==> src/rtl/nprox_isqrt.sv <==
// ----------------------------------------------------------------------------
// nprox_isqrt
// Pipelined floor square root of a 64-bit word, one result bit per stage.
// ----------------------------------------------------------------------------
`default_nettype none

module nprox_isqrt #(
  parameter type side_t = logic
) (
  input  wire logic        clk,
  input  wire logic        rst,
  input  wire logic        en,
  input  wire logic        in_v,
  input  wire logic [63:0] in_rad,
  input  wire side_t       in_side,
  output logic             out_v,
  output logic [31:0]      out_root,
  output side_t            out_side
);

  localparam int STAGES = 32;

  logic [63:0] rv [STAGES+1];
  logic [63:0] rr [STAGES+1];
  logic        sv [STAGES+1];
  side_t       sd [STAGES+1];

  always_comb begin
    rv[0] = in_rad;
    rr[0] = '0;
    sv[0] = in_v;
    sd[0] = in_side;
  end

  for (genvar j = 0; j < STAGES; j++) begin : g_it
    localparam logic [63:0] BIT = 64'd1 << (62 - 2 * j);
    logic [63:0] trial;
    logic        ge;

    assign trial = rr[j] + BIT;
    assign ge    = rv[j] >= trial;

    always_ff @(posedge clk) begin
      if (rst) begin
        sv[j+1] <= 1'b0;
      end else if (en) begin
        sv[j+1] <= sv[j];
      end
    end

    always_ff @(posedge clk) begin
      if (en) begin
        sd[j+1] <= sd[j];
        if (ge) begin
          rv[j+1] <= rv[j] - trial;
          rr[j+1] <= (rr[j] >> 1) + BIT;
        end else begin
          rv[j+1] <= rv[j];
          rr[j+1] <= rr[j] >> 1;
        end
      end
    end
  end

  assign out_v    = sv[STAGES];
  assign out_root = rr[STAGES][31:0];
  assign out_side = sd[STAGES];

endmodule

`default_nettype wire

==> config.mk <==
export PLATFORM = sky130hd
export DESIGN_NAME = nprox_isqrt
export DESIGN_NICKNAME = d
export VERILOG_FILES = /design/src/rtl/nprox_isqrt.sv
export SDC_FILE = /design/constraint.sdc
export NUM_CORES = 2
export LEC_CHECK = 0
export BUFFER_PORTS_ARGS = -buffer_cell sky130_fd_sc_hd__buf_2
export CORE_MARGIN = 2
export CORE_UTILIZATION = 50
export CTS_CLUSTER_DIAMETER = 40
export DETAILED_ROUTE_END_ITERATION = 7
export PLACE_DENSITY = 0.65
export SETUP_SLACK_MARGIN = 0.05
export SYNTH_ARGS = -nofsm -noshare
export SYNTH_HDL_FRONTEND = slang
export SYNTH_SLANG_ARGS = --single-unit
==> constraint.sdc <==
create_clock -name clk -period 4.1 [get_ports clk]
set_clock_uncertainty 0.05 [all_clocks]
set_input_delay 0.41 -clock clk [delete_from_list [all_inputs] [get_ports clk]]
set_output_delay 0.41 -clock clk [all_outputs]
set_load 0.02 [all_outputs]
-- Word-level counts from Yosys, hierarchy flattened
Index checks and enable logic that the tools add are counted.
- bits in registers: 4064
- bits in latches: 0
- bits in writable memories: 0
- ROM bits: 0
- input port bits: 69
- output and inout bits: 34
- word-level logic and storage cells: 345
- memories: 0
- add/subtract/negate cells: 93
- multipliers: 0
- divide/modulo/power cells: 0
- magnitude comparators: 32
- eq/ne operators: 0
- shifts and indexed selects: 0
- mux-type cells: 63
- bitwise operators: 0
- reductions and logical operators: 0
- operators with widths (kind ; count):
    64-bit >= comparator ; 31
    64-bit two-way mux ; 31
    63-bit two-way mux ; 31
    64-bit subtractor ; 30
    63-bit by 11-bit adder with 64-bit output (second input constant) ; 1
    63-bit by 13-bit adder with 64-bit output (second input constant) ; 1
    63-bit by 15-bit adder with 64-bit output (second input constant) ; 1
    63-bit by 17-bit adder with 64-bit output (second input constant) ; 1
    63-bit by 19-bit adder with 64-bit output (second input constant) ; 1
    63-bit by 21-bit adder with 64-bit output (second input constant) ; 1
    63-bit by 23-bit adder with 64-bit output (second input constant) ; 1
    63-bit by 25-bit adder with 64-bit output (second input constant) ; 1
    63-bit by 27-bit adder with 64-bit output (second input constant) ; 1
    63-bit by 29-bit adder with 64-bit output (second input constant) ; 1
    63-bit by 3-bit adder with 64-bit output (second input constant) ; 1
    63-bit by 31-bit adder with 64-bit output (second input constant) ; 1
    63-bit by 33-bit adder with 64-bit output (second input constant) ; 1
    63-bit by 35-bit adder with 64-bit output (second input constant) ; 1
    63-bit by 37-bit adder with 64-bit output (second input constant) ; 1
    63-bit by 39-bit adder with 64-bit output (second input constant) ; 1
    63-bit by 41-bit adder with 64-bit output (second input constant) ; 1
    63-bit by 43-bit adder with 64-bit output (second input constant) ; 1
    63-bit by 45-bit adder with 64-bit output (second input constant) ; 1
    63-bit by 47-bit adder with 64-bit output (second input constant) ; 1
    other kinds (45) ; 45

-- Longest topological paths before layout
- depth in word-level cells: 3
- mapped depth: 15
- mapped depth without buffers: 13

-- Worst setup path before layout
OpenSTA, ideal clock, no wires.
- path type: reg2reg
- from: register rv[306] (netlist name)
- to: register rv[243] (netlist name) (data pin)
- setup time: 0.271 ns
- arrival time: 3.278 ns
- setup slack: 0.500 ns
- stages on the path, launching flop included: 12
- clock period less this slack: 3.600 ns
- cells stage by stage: edfxtp_1 > or4_4 > or4b_4 > or4_1 > or2_0 > a311o_1 > nor3_2 > o21a_4 > or4_1 > buf_2 > nor4_1 > xor2_1
- cells in the longest elaborated chain, start to end: 2
- elaborated cells on any way between the ends: 3
- those cells by class: 1 x add/sub; 1 x order compare; 1 x mux
- RTL lines (what ; RTL line ; RTL):
    start, declared ; 23 ; logic [63:0] rv [STAGES+1];
    start signal, assigned by index ; 55 ; rv[j+1] <= rv[j] - trial;
    start signal, assigned by index ; 58 ; rv[j+1] <= rv[j];
    64-bit subtractor or 64-bit >= comparator (tied branches) ; 55, 41 ;
    64-bit two-way mux * ; 54 ; if (ge) begin
Every way passes the cells marked *; elsewhere a longest branch is shown, timed or not.
A chain may end at the register's enable or synchronous reset.

-- Worst setup path in the final report
- from: register rv[306] (netlist name)
- to: register rv[236] (netlist name) (data pin)
- cells in the longest elaborated chain, start to end: 2
- RTL lines (what ; RTL line ; RTL):
    64-bit >= comparator ; 41 ; assign ge = rv[j] >= trial;
    64-bit two-way mux ; 54 ;
Every way passes these cells.

==> impl_metrics.prom <==
# TYPE chip_impl_metric gauge
chip_impl_metric{name="synth.net_count",unit=""} 10300
chip_impl_metric{name="final-setup-viol-count",unit=""} 0
chip_impl_metric{name="die-width",unit="um"} 499
chip_impl_metric{name="syn-mean-instance-area",unit="um^2"} 12.6
chip_impl_metric{name="synthToLayoutAreaGrowth",unit="%"} 15.5
chip_impl_metric{name="fill_cells",unit=""} 19400
chip_impl_metric{name="insertion_delay",unit="ps"} 950
chip_impl_metric{name="io_pins",unit=""} 103
chip_impl_metric{name="final_net_count",unit=""} 10900
chip_impl_metric{name="std_cell_rows",unit=""} 181
chip_impl_metric{name="clock-sinks",unit=""} 2576
chip_impl_metric{name="drt_iter0_drc",unit=""} 7034
chip_impl_metric{name="cp.arrival",unit="ps"} 4570
chip_impl_metric{name="power.share.clock",unit="%"} 37.9
chip_impl_metric{name="vias_per_cell",unit=""} 5.77
chip_impl_metric{name="layout_cells_excl_fill",unit=""} 13700
chip_impl_metric{name="maxClockFrequency",unit="MHz"} 255
chip_impl_metric{name="combinationalPowerShare",unit="%"} 19.3
chip_impl_metric{name="cp_slowest_stage_delay",unit="ps"} 580
chip_impl_metric{name="final_antenna_net_count",unit=""} 0
chip_impl_metric{name="drive_above_1_share",unit="%"} 10.5
chip_impl_info{name="timing.setup.critical_path_class",value="register to register"} 1
chip_impl_metric{name="yosysSeqAreaShare",unit="%"} 62.9
chip_impl_metric{name="multiInputGateArea",unit="um^2"} 42200
chip_impl_metric{name="synth_cells",unit=""} 9697
chip_impl_metric{name="ys_seq_elements",unit=""} 2576
chip_impl_metric{name="floorplan.initialDensity",unit="%"} 50.3
chip_impl_info{name="cts_root_buf",value="clkbuf_16"} 1
chip_impl_metric{name="synth_warnings",unit=""} 0
chip_impl_metric{name="timing.reg2reg.worst_path_depth",unit=""} 11
chip_impl_metric{name="cp_max_fo",unit=""} 8
chip_impl_metric{name="min_period_over_period",unit="%"} 95.7
chip_impl_metric{name="netlist_area",unit="um^2"} 122000
chip_impl_metric{name="final_core_utilization",unit="%"} 58.1
chip_impl_metric{name="synth_edf_count",unit=""} 2544
chip_impl_metric{name="die_area",unit="um^2"} 249000
chip_impl_info{name="primary_flip_flop_cell_chosen_by_synthesis_mapping",value="edfxtp_1"} 1
chip_impl_metric{name="wire_per_inst",unit="um"} 21.2
chip_impl_metric{name="seqPwrFrac",unit="%"} 42.8
chip_impl_metric{name="powerDensity",unit="nW/um^2"} 596
chip_impl_metric{name="grt_util_all_layers",unit="%"} 22.9
chip_impl_metric{name="post-route-drc-count",unit=""} 1
chip_impl_info{name="grt_setup_unrepaired",value="no"} 1
chip_impl_metric{name="io_buffer_count",unit=""} 102
chip_impl_metric{name="tritoncts.num_buffers",unit=""} 378
chip_impl_metric{name="timing.final.max_slew_violations",unit=""} 0
chip_impl_info{name="failed_checks",value="design-rule violations"} 1
chip_impl_metric{name="place_congestion",unit=""} 0.944
chip_impl_info{name="cts_tree",value="yes"} 1
chip_impl_metric{name="timing_hold_violations_final",unit=""} 0
chip_impl_metric{name="synthArstFlopShare",unit="%"} 0
chip_impl_metric{name="power_switching",unit="mW"} 24.4
chip_impl_metric{name="pin_count_of_the_biggest_net_entering_global_routing",unit=""} 167
chip_impl_info{name="crit_path_end_kind",value="register"} 1
chip_impl_metric{name="gr-total-overflow",unit=""} 0
chip_impl_metric{name="ir_drop",unit="uV"} 534
chip_impl_metric{name="sequential_cell_area",unit="um^2"} 77000
chip_impl_metric{name="ys_types",unit=""} 91
chip_impl_metric{name="power.static_leakage",unit="nW"} 53.9
chip_impl_info{name="critPathSlowestCell",value="or4_4"} 1
chip_impl_metric{name="die-height",unit="um"} 499
chip_impl_metric{name="clkTransAtPathRegs",unit="ps"} 60
chip_impl_info{name="crit_chain",value="or4_4 -> or4b_4 -> or4_1 -> or2_0 -> a311o_1 -> nor3_2 -> o21a_4 -> buf_4 -> a21o_1 -> nor4_1 -> xor2_1"} 1
chip_impl_metric{name="power.share.switching",unit="%"} 29.0
chip_impl_info{name="run_status",value="finished with violations"} 1
chip_impl_metric{name="worst_hold_depth",unit=""} 2
chip_impl_metric{name="finalWirelength",unit="mm"} 292
chip_impl_info{name="worstHoldPathType",value="primary input to register"} 1
chip_impl_metric{name="wire_length_of_the_first_global_routing_pass",unit="mm"} 445
chip_impl_metric{name="slew_headroom",unit="%"} 21.8
chip_impl_metric{name="route.vias.total",unit=""} 79200
chip_impl_metric{name="placed_cells_incl_taps",unit=""} 13000
chip_impl_metric{name="first_global_vias",unit=""} 77100
chip_impl_metric{name="internal_power",unit="mW"} 59.8
chip_impl_metric{name="dp_hpwl",unit="mm"} 215
chip_impl_metric{name="tightestPinTransition",unit="ps"} 1170
chip_impl_metric{name="timing.final.crit_period",unit="ps"} 3920
chip_impl_metric{name="drv.max_cap_violation_count",unit=""} 0
chip_impl_metric{name="cts_max_level",unit=""} 5
chip_impl_metric{name="drt_pass1_iterations",unit=""} 8
chip_impl_info{name="critPathLaunchType",value="register"} 1
chip_impl_metric{name="clock_path_buffers",unit=""} 4
chip_impl_metric{name="initial_antenna_violation_count",unit=""} 9
chip_impl_metric{name="hold-worst-slack",unit="ps"} 104
chip_impl_metric{name="cp_data_required_time",unit="ps"} 4750
chip_impl_metric{name="core",unit="um^2"} 243000
==> repair_timing <==
action / in CTS / in global routing
setup endpoints to repair: 51 / 100
cloned: 0 / 0
gates resized for setup: 3 / 29
pin swaps: 0 / 5
buffers inserted: 0 / 4
hold endpoints to repair: 127 / 0
hold buffers: 70 / 0
==> registers in the layout (all words and copies together) (netlist names) <==
signal,flops
rv,1984
out_v,1
out_root,32
out_side,1
sd,31
rr,496
sv,31
==> final cells by class <==
class                      instances  area share, %
sequential                      2576           54.5
tap                             3202           2.83
clock buffer                     407           6.80
timing repair buffer             353           2.05
inverter                         699           1.86
multi-input combinational       6230           29.9
antenna                            1        0.00177
clock inverter                   273           2.07
==> worst max-delay path, delay by kind of cell (launching register included) <==
family	cells	cell delay, ps
AO/OA/AOI/OAI	3	740
AND/OR/NAND/NOR	6	2140
buffers and inverters	1	150
XOR/XNOR	1	150
flip-flops	1	430
==> worst paths after layout <==
check | start | end | slack (ps)
setup reg to reg | rv[306] | rv[236] | 180
hold reg to reg | rr[396] | rr[331] | 360
setup / recovery | rv[306] | rv[236] | 180
hold / removal | in_rad[6] | rv[1990] | 100
==> power by group through the flow <==
stage / sequential, mW / clock [mW] / combinational (mW)
2_1_floorplan: 35.2 / 0 / 11.6
3_3_place_gp: 36.5 / 0 / 15.6
3_5_place_dp: 36.6 / 0 / 15.8
4_1_cts: 36.1 / 32.4 / 16.0
5_1_grt: 36.4 / 33.7 / 18.0
6_report: 36.1 / 31.9 / 16.3
==> layer usage <==
layer / vias up / track usage [%] / wire (um)
li1: 37500 / - / -
met1: 38900 / 31.5 / 127000
met2: 2390 / 37.7 / 140000
met3: 441 / 4.07 / 18400
met4: 0 / 5.69 / 6160
met5: - / 0 / 0
==> synthesized netlist by cell type (12+ instances only) <==
| library cell | count | area (um^2) |
|---|---|---|
| a21o_1 | 238 | 1790 |
| a21boi_0 | 25 | 188 |
| nor4b_1 | 47 | 412 |
| mux2i_1 | 38 | 380 |
| o21ai_0 | 408 | 2040 |
| buf_1 | 15 | 56.3 |
| xnor2_1 | 447 | 3920 |
| a31oi_1 | 45 | 282 |
| and2_1 | 29 | 181 |
| o41ai_1 | 15 | 131 |
| o21bai_1 | 40 | 300 |
| nor2_1 | 719 | 2700 |
| or3_1 | 103 | 644 |
| a21oi_1 | 655 | 3280 |
| o31ai_1 | 33 | 248 |
| nand4_1 | 160 | 1000 |
| and3_1 | 52 | 325 |
| nor4_1 | 334 | 2090 |
| a211o_1 | 15 | 131 |
| nand2_1 | 521 | 1960 |
| ha_1 | 558 | 6980 |
| and4b_1 | 12 | 120 |
| mux2_2 | 97 | 1090 |
| or2_2 | 50 | 313 |
| nor2b_1 | 92 | 576 |
| nor3b_1 | 16 | 120 |
| a31o_2 | 13 | 114 |
| o21a_1 | 105 | 788 |
| nand4b_1 | 16 | 140 |
| a2111oi_0 | 26 | 228 |
| nand3_1 | 152 | 761 |
| or4_1 | 73 | 548 |
| a211oi_1 | 51 | 383 |
| o2111ai_1 | 14 | 123 |
| nor3_1 | 271 | 1360 |
| edfxtp_1 | 2544 | 76400 |
| nand3b_1 | 27 | 203 |
| inv_1 | 696 | 2610 |
| xor2_1 | 430 | 3770 |
| o211ai_1 | 42 | 315 |
| dfxtp_1 | 32 | 641 |
| nand2b_1 | 112 | 701 |
| clkbuf_1 | 164 | 616 |
==> through the flow <==
step	setup slack, ps	total power [mW]	instance area (um^2)	setup TNS [ps]
6_report	177	84.2	141000	0
5_1_grt	40.1	88.0	141000	0
4_1_cts	88.5	84.5	141000	0
3_5_place_dp	-107	52.4	128000	-1530
3_3_place_gp	-58.6	52.1	128000	-256
2_1_floorplan	500	46.8	122000	0
==> cells in the final DEF (no fill, tap or decap), types with 33 or more instances in the layout <==
cell / netlist / layout
edfxtp_1: 2544 / 2544
nor2_1: 719 / 718
a21o_1: 238 / 238
nand2_1: 521 / 521
nand2b_1: 112 / 111
xnor2_1: 447 / 447
mux2_2: 97 / 97
a211oi_1: 51 / 48
clkinv_1: 1 / 46
or3_1: 103 / 103
o211ai_1: 42 / 42
buf_2: 7 / 101
xor2_1: 430 / 430
buf_4: 3 / 156
inv_6: 0 / 57
dlygate4sd3_1: 0 / 70
o21bai_1: 40 / 40
or4_1: 73 / 71
clkbuf_16: 0 / 380
nor4b_1: 47 / 46
bufinv_16: 0 / 39
o21ai_0: 408 / 405
clkinvlp_4: 0 / 37
o21a_1: 105 / 105
or2_2: 50 / 49
nand4_1: 160 / 160
clkinv_2: 0 / 36
nand3_1: 152 / 151
inv_1: 696 / 696
mux2i_1: 38 / 38
a21oi_1: 655 / 654
nor3_1: 271 / 267
and3_1: 52 / 52
nor4_1: 334 / 326
nor2b_1: 92 / 92
a31oi_1: 45 / 45
ha_1: 558 / 557
clkinv_4: 0 / 33
==> kinds of logic after synthesis <==
group / share of synthesized area, %
flops: 62.9
buf+inv: 2.77
xor+xnor: 6.27
fa+ha+maj: 5.70
simple gates: 11.8
compound gates: 9.31
mux: 1.20
Power figures use the tool's default switching activity.
